==> src/design/p2v_pkg.sv <==
// Shared constants for the physical-to-virtual reverse map.
`default_nettype none

package p2v_pkg;

	// Default number of address pairs the table holds.
	localparam int TABLE_ENTRIES_DEF = 64;

	// Width of one virtual or physical address.
	localparam int ADDR_W = 32;

	// Command codes.
	localparam logic [1:0] CMD_REMEMBER = 2'd0;
	localparam logic [1:0] CMD_FORGET   = 2'd1;
	localparam logic [1:0] CMD_RECALL   = 2'd2;
	localparam logic [1:0] CMD_NOP      = 2'd3;

endpackage

`default_nettype wire

==> src/design/p2v_ram.sv <==
// Generic single-port-write, single-port-read RAM with registered read data.
`default_nettype none

module p2v_ram #(
	parameter int WIDTH = 64,
	parameter int DEPTH = 64,
	parameter int AW    = (DEPTH > 1) ? $clog2(DEPTH) : 1
) (
	input  wire logic             clk,
	input  wire logic             we,
	input  wire logic [AW-1:0]    waddr,
	input  wire logic [WIDTH-1:0] wdata,
	input  wire logic [AW-1:0]    raddr,
	output logic      [WIDTH-1:0] rdata
);

	logic [WIDTH-1:0] mem_q [DEPTH];
	logic [WIDTH-1:0] rdata_q;

	always_ff @(posedge clk) begin
		if (we) begin
			mem_q[waddr] <= wdata;
		end
		rdata_q <= mem_q[raddr];
	end

	assign rdata = rdata_q;

endmodule

`default_nettype wire

==> src/design/phys_to_virt_reverse_map.sv <==
// Top level: physical-to-virtual reverse map with a sequential table search.
//
//  Channel  | Signals                                   | Handshake
//  ---------+-------------------------------------------+----------------------------------
//  command  | cmd, addr_virtual, addr_physical          | taken when start=1 and busy=0
//  result   | recalled_virtual, hit, status             | valid for one cycle while done=1
//
// The single RAM read port walks the stored pairs one entry per cycle, newest
// first. A forget that removes slot s then closes the gap, one entry moved per
// cycle over the same port. A no-op command or an empty table skips the search.
// Reset clears the entry count, sequencer and result registers; the table RAM
// is not cleared, as only read data from slots below the count is ever used.
// The receiver cannot stall: done pulses once per transaction and the result
// must be taken in that cycle.
`default_nettype none

module phys_to_virt_reverse_map #(
	parameter int TABLE_ENTRIES = p2v_pkg::TABLE_ENTRIES_DEF
) (
	input  wire logic                       clk,
	input  wire logic                       arst_n,
	// command transaction
	input  wire logic                       start,
	output logic                            busy,
	input  wire logic [1:0]                 cmd,
	input  wire logic [p2v_pkg::ADDR_W-1:0] addr_virtual,
	input  wire logic [p2v_pkg::ADDR_W-1:0] addr_physical,
	// result transaction
	output logic                            done,
	output logic      [p2v_pkg::ADDR_W-1:0] recalled_virtual,
	output logic                            hit,
	output logic                            status
);

	localparam int AD = p2v_pkg::ADDR_W;
	localparam int AW = (TABLE_ENTRIES > 1) ? $clog2(TABLE_ENTRIES) : 1;
	// Count and index registers must hold TABLE_ENTRIES itself.
	localparam int CW = $clog2(TABLE_ENTRIES + 1);
	localparam int DW = 2 * AD;

	typedef enum logic [1:0] {
		S_IDLE,
		S_SCAN,
		S_FINISH,
		S_SHIFT
	} state_t;

	state_t          state_q;
	logic [1:0]      cmd_q;
	logic [AD-1:0]   va_q;
	logic [AD-1:0]   pa_q;
	logic [CW-1:0]   count_q;   // valid pairs, slot 0 oldest
	logic [CW-1:0]   idx_q;     // next RAM read index
	logic            more_q;    // scan still has entries to issue
	logic            pend_q;    // a read was issued last cycle
	logic [CW-1:0]   pidx_q;    // index of that pending read
	logic            found_q;
	logic [CW-1:0]   slot_q;
	logic [AD-1:0]   vdata_q;
	logic            done_q;
	logic [AD-1:0]   recalled_q;
	logic            hit_q;
	logic            status_q;

	// RAM ports; each word is {virtual, physical}.
	logic            ram_we;
	logic [AW-1:0]   ram_waddr;
	logic [DW-1:0]   ram_wdata;
	logic [DW-1:0]   ram_rdata;
	logic [AW-1:0]   ram_raddr;

	logic [AD-1:0]   rd_virt;
	logic [AD-1:0]   rd_phys;
	logic            key_match;
	logic            full;
	logic            shift_issue;
	logic [CW-1:0]   pidx_m1;

	assign rd_virt   = ram_rdata[DW-1:AD];
	assign rd_phys   = ram_rdata[AD-1:0];
	// forget searches by virtual address, the others by physical
	assign key_match = (cmd_q == p2v_pkg::CMD_FORGET) ? (rd_virt == va_q) : (rd_phys == pa_q);
	assign full        = (count_q == CW'(TABLE_ENTRIES));
	assign shift_issue = (idx_q < count_q);
	assign pidx_m1     = pidx_q - CW'(1);

	assign ram_raddr = idx_q[AW-1:0];

	// Write port: new or updated pair at the end of a remember, gap closing during forget.
	always_comb begin
		ram_we    = 1'b0;
		ram_waddr = slot_q[AW-1:0];
		ram_wdata = {va_q, pa_q};
		case (state_q)
			S_FINISH: begin
				if (cmd_q == p2v_pkg::CMD_REMEMBER) begin
					if (found_q) begin
						ram_we = 1'b1;
					end else if (!full) begin
						ram_we    = 1'b1;
						ram_waddr = count_q[AW-1:0];
					end
				end
			end
			S_SHIFT: begin
				ram_we    = pend_q;
				ram_waddr = pidx_m1[AW-1:0];
				ram_wdata = ram_rdata;
			end
			default: begin
				ram_we = 1'b0;
			end
		endcase
	end

	p2v_ram #(
		.WIDTH (DW),
		.DEPTH (TABLE_ENTRIES),
		.AW    (AW)
	) u_table (
		.clk   (clk),
		.we    (ram_we),
		.waddr (ram_waddr),
		.wdata (ram_wdata),
		.raddr (ram_raddr),
		.rdata (ram_rdata)
	);

	always_ff @(posedge clk or negedge arst_n) begin
		if (!arst_n) begin
			state_q    <= S_IDLE;
			count_q    <= '0;
			more_q     <= 1'b0;
			pend_q     <= 1'b0;
			done_q     <= 1'b0;
			found_q    <= 1'b0;
			cmd_q      <= p2v_pkg::CMD_NOP;
			idx_q      <= '0;
			pidx_q     <= '0;
			slot_q     <= '0;
			recalled_q <= '0;
			hit_q      <= 1'b0;
			status_q   <= 1'b0;
		end else begin
			done_q <= 1'b0;
			case (state_q)
				S_IDLE: begin
					if (start) begin
						cmd_q   <= cmd;
						va_q    <= addr_virtual;
						pa_q    <= addr_physical;
						found_q <= 1'b0;
						pend_q  <= 1'b0;
						if (count_q != '0 && cmd != p2v_pkg::CMD_NOP) begin
							// walk from the newest entry down
							idx_q   <= count_q - CW'(1);
							more_q  <= 1'b1;
							state_q <= S_SCAN;
						end else begin
							state_q <= S_FINISH;
						end
					end
				end
				S_SCAN: begin
					// one read issued per cycle; compare the one that came back
					pend_q <= more_q;
					pidx_q <= idx_q;
					if (more_q) begin
						if (idx_q == '0) begin
							more_q <= 1'b0;
						end else begin
							idx_q <= idx_q - CW'(1);
						end
					end
					if (pend_q) begin
						if (key_match) begin
							found_q <= 1'b1;
							slot_q  <= pidx_q;
							vdata_q <= rd_virt;
							state_q <= S_FINISH;
						end else if (pidx_q == '0) begin
							state_q <= S_FINISH;
						end
					end
				end
				S_FINISH: begin
					if (cmd_q == p2v_pkg::CMD_FORGET && found_q) begin
						// close the gap: entries above the slot move down one
						idx_q   <= slot_q + CW'(1);
						pend_q  <= 1'b0;
						state_q <= S_SHIFT;
					end else begin
						done_q     <= 1'b1;
						hit_q      <= found_q;
						recalled_q <= (cmd_q == p2v_pkg::CMD_RECALL && found_q) ? vdata_q : '0;
						status_q   <= (cmd_q == p2v_pkg::CMD_REMEMBER) && !found_q && full;
						if (cmd_q == p2v_pkg::CMD_REMEMBER && !found_q && !full) begin
							count_q <= count_q + CW'(1);
						end
						state_q <= S_IDLE;
					end
				end
				S_SHIFT: begin
					pend_q <= shift_issue;
					pidx_q <= idx_q;
					if (shift_issue) begin
						idx_q <= idx_q + CW'(1);
					end
					if (!shift_issue && !pend_q) begin
						count_q    <= count_q - CW'(1);
						done_q     <= 1'b1;
						hit_q      <= 1'b1;
						recalled_q <= '0;
						status_q   <= 1'b0;
						state_q    <= S_IDLE;
					end
				end
				default: begin
					state_q <= S_IDLE;
				end
			endcase
		end
	end

	assign busy             = (state_q != S_IDLE);
	assign done             = done_q;
	assign recalled_virtual = recalled_q;
	assign hit              = hit_q;
	assign status           = status_q;

	// The table never holds more pairs than it has slots.
	a_count_bound: assert property (@(posedge clk) disable iff (!arst_n)
		count_q <= CW'(TABLE_ENTRIES))
		else $error("entry count above table size");

	// A result is only produced by a transaction in flight.
	a_done_busy: assert property (@(posedge clk) disable iff (!arst_n)
		done |-> $past(busy))
		else $error("result without a command");

	// An accepted command always keeps the block busy in the next cycle.
	a_accept_busy: assert property (@(posedge clk) disable iff (!arst_n)
		(start && !busy) |=> busy)
		else $error("command accepted but block not busy");

	// A dropped remember never reports a match.
	a_status_hit: assert property (@(posedge clk) disable iff (!arst_n)
		(done && status) |-> !hit)
		else $error("table full reported together with a hit");

	// The pair count moves by at most one per transaction, only when done.
	a_count_step: assert property (@(posedge clk) disable iff (!arst_n)
		!done |=> $stable(count_q) || $past(state_q) == S_FINISH || $past(state_q) == S_SHIFT)
		else $error("entry count changed outside a completing command");

endmodule

`default_nettype wire
==> config.mk <==
export PLATFORM = sky130hd
export DESIGN_NAME = phys_to_virt_reverse_map
export DESIGN_NICKNAME = d
export VERILOG_FILES = /design/src/design/p2v_pkg.sv /design/src/design/p2v_ram.sv /design/src/design/phys_to_virt_reverse_map.sv
export SDC_FILE = /design/constraint.sdc
export NUM_CORES = 2
export LEC_CHECK = 0
export BUFFER_PORTS_ARGS = -buffer_cell sky130_fd_sc_hd__buf_4
export CORE_MARGIN = 1.5
export CORE_UTILIZATION = 39
export CTS_CLUSTER_DIAMETER = 30
export DETAILED_ROUTE_END_ITERATION = 10
export SKIP_CTS_REPAIR_TIMING = 1
export SYNTH_ARGS = -nofsm -noshare
export SYNTH_HDL_FRONTEND = slang
export SYNTH_SLANG_ARGS = --single-unit
==> constraint.sdc <==
create_clock -name clk -period 22.8 [get_ports clk]
set_clock_uncertainty 0.1 [all_clocks]
set_input_delay 1.14 -clock clk [delete_from_list [all_inputs] [get_ports clk]]
set_output_delay 1.14 -clock clk [all_outputs]
set_load 0.01 [all_outputs]
Word-level counts from Yosys, hierarchy flattened:

Memory sizes are Yosys's and may differ from the RTL's. A register that Yosys moved wholly into a read port is not among the register bits.
Cells that the tools add are included.

* memory bits (writable): 4096
* bits of input ports: 69
* register bits after elaboration: 166
* output and inout bits: 36
* logic and storage cells: 131
* memories kept: 1

Memories
* u_table.mem_q: words 64, bits a word 64, read ports 1, clocked after memory_dff 1, wr ports 1, line p2v_ram.sv:17 `logic [WIDTH-1:0] mem_q [DEPTH];`

* mux-type cells: 55
* magnitude comparators: 1
* eq/ne operators: 21
* reduce and logical (&&, ||, !) cells: 31
* add/subtract/negate cells: 6

Operators with widths (count)
* two-way mux 32 bit: 3
* equality test 32 bit: 2
* two-way mux 64 bit: 1
* case mux 32 bit (2 select lines): 1
* two-way mux 7 bit: 9
* case mux 7 bit (4 select lines): 1
* inequality test 2 bit, second input constant: 12
* adder 7 x 1 -> 7 bit, second input constant: 3
* two-way mux 1 bit: 20
* two-way mux 6 bit: 3
* AND reduction 4 bit: 4
* zero test 7 bit: 2
* two-way mux 2 bit: 7
* case mux 7 bit (2 select lines): 1
* subtractor 7 x 1 -> 7 bit, second input constant: 2
* case mux 1 bit (2 select lines): 6
* case mux 6 bit (2 select lines): 1
* AND reduction 3 bit: 4
* case mux 2 bit (4 select lines): 1
* equality test 7 bit, second input constant: 1
* logical AND 1 bit: 7
* < comparator 7 bit: 1
* nonzero test 7 bit: 1
* equality test 2 bit, second input constant: 3
* 10 further kinds: 18

Depth between registers and ports, before layout:

* depth in word-level cells: 7
* gate-level depth with buffers: 12
* mapped depth without buffers: 9

Modules after synthesis:

Synthesis repeated with hierarchy kept, for this count alone.

* cell total of the unflattened synthesis: 7371
* area, all modules: 164609.1 µm²

Modules (own cells, without submodules)
* p2v_ram: area each 156348.7 µm², cells an instance 6598, instances 1, seq. area each 124279.2 µm²
* phys_to_virt_reverse_map: area each 8260.4 µm², cells an instance 773, instances 1, seq. area each 4636.9 µm²

Least setup slack after synthesis:

No wires, ideal clock.

* path type: flip-flop to flip-flop
* start: register count_q[0]
* end: memory u_table.mem_q[58][0] (enable)
* arrival: 6.503 ns
* buffers on the path: 2
* period minus slack after synthesis: 7.167 ns
* cell stages (with the launch flop): 11
* required time: 22.136 ns
* slack: 15.633 ns
* setup time: 0.564 ns
* cells stage by stage: dfrtp_1 clkbuf_1 inv_1 ha_1 and3b_1 a2111oi_0 o21ai_0 o21ai_0 nand2_1 clkbuf_1 nor3_1

* longest elaborated chain between the ends: 7
* elaborated cells between the ends (all ways): 11
* classes of those cells: 1 x eq/ne; 10 x mux

RTL lines
* start: declaration: line phys_to_virt_reverse_map.sv:52 `logic [CW-1:0] count_q;`
* start signal: assignment: line phys_to_virt_reverse_map.sv:198 `count_q <= count_q + CW'(1);`
* start signal: assignment: line phys_to_virt_reverse_map.sv:210 `count_q <= count_q - CW'(1);`
* equality test 7 bit: line phys_to_virt_reverse_map.sv:83 `assign full = (count_q == CW'(TABLE_ENTRIES));`
* two-way mux 1 bit: line phys_to_virt_reverse_map.sv:99 `end else if (!full) begin`
* two-way mux 1 bit: line phys_to_virt_reverse_map.sv:97 `if (found_q) begin`
* two-way mux 1 bit: line phys_to_virt_reverse_map.sv:96 `if (cmd_q == p2v_pkg::CMD_REMEMBER) begin`
* case mux 1 bit (2 select lines): line phys_to_virt_reverse_map.sv:94 `case (state_q)`
* two-way mux 1 bit: line p2v_ram.sv:21 `if (we) begin`
* two-way mux 1 bit (implied by the code): line p2v_ram.sv:22 `mem_q[waddr] <= wdata;`
* end: declaration: line p2v_ram.sv:17

Parallel ways exist; a longest one is shown, timed or not.

==> run_results.csv <==
group,metric,value,unit
drt,drc_errors,0,
floorplan,rows,238,
floorplan,initial_core_util,39.2,%
yosys,yosys_warnings,0,
setup_path,reg2reg_depth,8,
clocking,cts-root-buf,"clkbuf_16",
setup_path,crit_type,"flip-flop to flip-flop",
floorplan,num_io_pins,105,
final_layout,stdcell_count,13755,
placed_design,hpwl,238,mm
drt,wl_per_cell,34.6,µm
timing,hold_violations,0,
timing,fmax,157,MHz
setup_path,crit_arrival,7.17,ns
placed_design,dp_cells,12486,
setup_path,cp_max_fo,136,
global_route,antenna_found_initial,22,
setup_path,reg2reg_from,"idx_q[1]",
yosys,ys_ff_latch,4326,
setup_path,critical-path-max-stage-delay,1.08,ns
yosys,synth.distinct_cells,66,
clocking,clkLatencyLatePin,1.08,ns
setup_path,r2r_end,"u_table.rdata[11]",
timing,drv_slew,0,
clocking,htreeDepth,6,
global_route,first_global_vias,81900,
yosys,syn_area_per_cell,24.0,µm²
timing,slew_headroom,11.9,%
setup_path,critPathTopFamily,"buffers and inverters",
final_layout,n_fill_cell,33789,
final_layout,final_nets,7609,
timing,rsz0062_at_grt,"false",
clocking,cts_inserted_buffers,677,
pwr,irDropWorstVdd,115,µV
yosys,seq_area_frac_synth,78.4,%
setup_path,worst-path-buf-inv,4,
run_status,outcome,"finished, final reports clean",
clocking,cts_max_path_buffers,4,
setup_path,crit_path_top_delay_cell,"dfrtp_4",
drt,num_vias,81317,
setup_path,cp-startpoint,"idx_q[1]",
timing,worst_slack,16.44,ns
drt,firstDrtPassIters,8,
yosys,synthCells,6844,
timing,period_minus_slack,6.36,ns
clocking,clk_pin_slew_worst_paths,0.06,ns
yosys,syn-num-nets,6927,
setup_path,rrSetupSlack,16.44,ns
timing,setup_tns,0,ns
placed_design,post-place-ws,16.57,ns
yosys,ys_async_sr_fraction,1.62,%
floorplan,coreArea,420000,µm²
floorplan,die_w,652,µm
yosys,synth-edff-count,4192,
clocking,clock-sinks,4326,
final_layout,syn2layout_area_growth,20.0,%
placed_design,place_congestion,0.792,
yosys,synth-main-ff-cell,"edfxtp_1",
drt,drtAntennaViolNets,0,
floorplan,fp.dieH,652,µm
drt,wirelength,475,mm
min_path,hold_depth,1,
final_layout,drive_above_1_share,35.5,%
min_path,worstHoldStart,"addr_physical[27]",
setup_path,path_cells,"buf_12 > buf_12 > buf_4 > buf_4 > mux4_2 > mux4_2 > a22oi_1 > nand2_1",
global_route,grt_pass1_wl,654,mm
timing,fin_crit_sh,27.9,%
global_route,grt_start_max_net_pins,142,
min_path,hold-path-endpoint,"pa_q[27]",
pwr,power_density,140,nW/µm²
setup_path,cp-end-kind,"flip-flop",
yosys,syn_area,165000,µm²
pwr,p_leak,62.7,nW
placed_design,portBuffers,104,
drt,vias_per_cell,5.91,
drt,first_iter_violations,12277,
clocking,cts_tree,"done",
timing,tightest_slew,1.32,ns
global_route,overflow,0,
timing,setup_viol,0,
setup_path,cp.required,23.60,ns
job,maxCapViolations,0,
floorplan,die_area,426000,µm²
min_path,hold_path.class,"primary input to flip-flop",
global_route,track_usage,22.0,%
setup_path,cp-start-kind,"flip-flop",
## kinds of logic (layout without fill, tap and decap cells)
| group | count (synthesis) | count (layout) | synth area share (%) |
|---|---|---|---|
| AO/OA/AOI/OAI | 258 | 258 | 1.15 |
| buffers and inverters | 381 | 1649 | 0.987 |
| multiplexers | 1305 | 1305 | 17.7 |
| XOR/XNOR | 85 | 85 | 0.453 |
| AND/OR/NAND/NOR | 475 | 475 | 1.25 |
| adder cells (fa/ha/maj) | 14 | 14 | 0.106 |
| flip-flops | 4326 | 4326 | 78.4 |
| other | 0 | 3 | 0 |
## worst max-delay path by stage
stage	to	slack, ns	depth (start not counted)
2_1_floorplan	u_table.mem_q[58][0]	15.63	10
3_3_place_gp	u_table.rdata[25]	16.59	8
3_5_place_dp	u_table.rdata[11]	16.57	8
4_1_cts	u_table.rdata[11]	16.57	8
5_1_grt	u_table.rdata[25]	16.26	8
6_report	u_table.rdata[11]	16.44	8
## cell type report
class	instances	area, µm²	area share (%)
Sequential cell	4326	129000	65.3
Multi-Input combinational cell	2137	34500	17.5
Clock buffer	757	17400	8.81
Tap cell	5640	7060	3.58
Clock inverter	508	6540	3.31
Timing Repair Buffer	364	2890	1.46
Inverter	20	75.1	0.0380
Antenna cell	3	7.51	0.00380
## per-layer routing
metal	track usage [%]	part of all wire, %	vias to the layer above
met2	34.3	47	4903
met5	0	0.0015	-
met4	6.18	2.7	2
li1	-	-	31058
met1	31.1	40	44612
met3	5.01	11	742
## cells in the mapped netlist (all sizes together) (4+ instances only)
master     n  area share (%)
nand4     28            0.11
mux2i     11           0.067
nand3     24           0.073
a21o       5           0.023
a21oi     21           0.071
buf      141            0.44
and3b      4           0.021
nor2b      6           0.023
xnor2     75            0.40
nand2b     4           0.015
and2       9           0.034
inv       20           0.046
dfrtp     68             1.0
a22oi    132            0.60
mux4    1280              18
ha        14            0.11
o21ai     30           0.094
xor2      10           0.053
nor3      25           0.079
dfxtp     64            0.78
mux2      14           0.096
a22o      33            0.18
nand2    285            0.65
nor2      73            0.17
a211oi     4           0.018
edfxtp  4192              77
clkbuf   220            0.50
## report_power, final
| part | internal [W] | switching, W |
|---|---|---|
| sequential | 0.0101 | 0.000265 |
| clock | 0.00665 | 0.00395 |
| combinational | 0.00262 | 0.00399 |
## layout by cell type (no fill, tap or decap), types with 18 or more instances in the layout
master      count
nor2_4         56
nand3_1        24
inv_6          72
a22o_1         33
buf_4         351
o21ai_0        28
a22oi_1       132
xnor2_1        75
nand4_1        28
a21oi_1        18
inv_1          20
clkinv_2       81
clkinv_4       59
clkinv_16      29
edfxtp_1     4192
mux4_2       1280
dfrtp_1        64
bufinv_16      91
clkbuf_16     680
dfxtp_1        64
clkbuf_1       70
clkinv_1       64
nand2_1       284
clkinvlp_4     73
## sequential cells by signal, summed over array words and instances (netlist names)
| signal | flops |
|---|---|
| u_table.rdata | 64 |
| more_q | 1 |
| vdata_q | 32 |
| u_table.mem_q | 4096 |
| pidx_q | 7 |
| hit | 1 |
| count_q | 7 |
| pend_q | 1 |
| va_q | 32 |
| recalled_virtual | 32 |
| status | 1 |
| slot_q | 7 |
| cmd_q | 2 |
| idx_q | 7 |
| found_q | 1 |
| done | 1 |
| state_q | 2 |
| pa_q | 32 |
## metrics by stage
step	hold WS (ns)	total power, W	cell area (µm²)	util, %
6_report	0.139	0.0276	197000	47.0
4_1_cts	-0.0637	0.0277	197000	47.0
3_3_place_gp	0.349	0.0170	173000	41.3
5_1_grt	0.103	0.0284	197000	47.0
2_1_floorplan	0.343	0.0149	165000	-
3_5_place_dp	0.348	0.0171	173000	41.3
No activity file was read; power rests on OpenSTA's default activity.
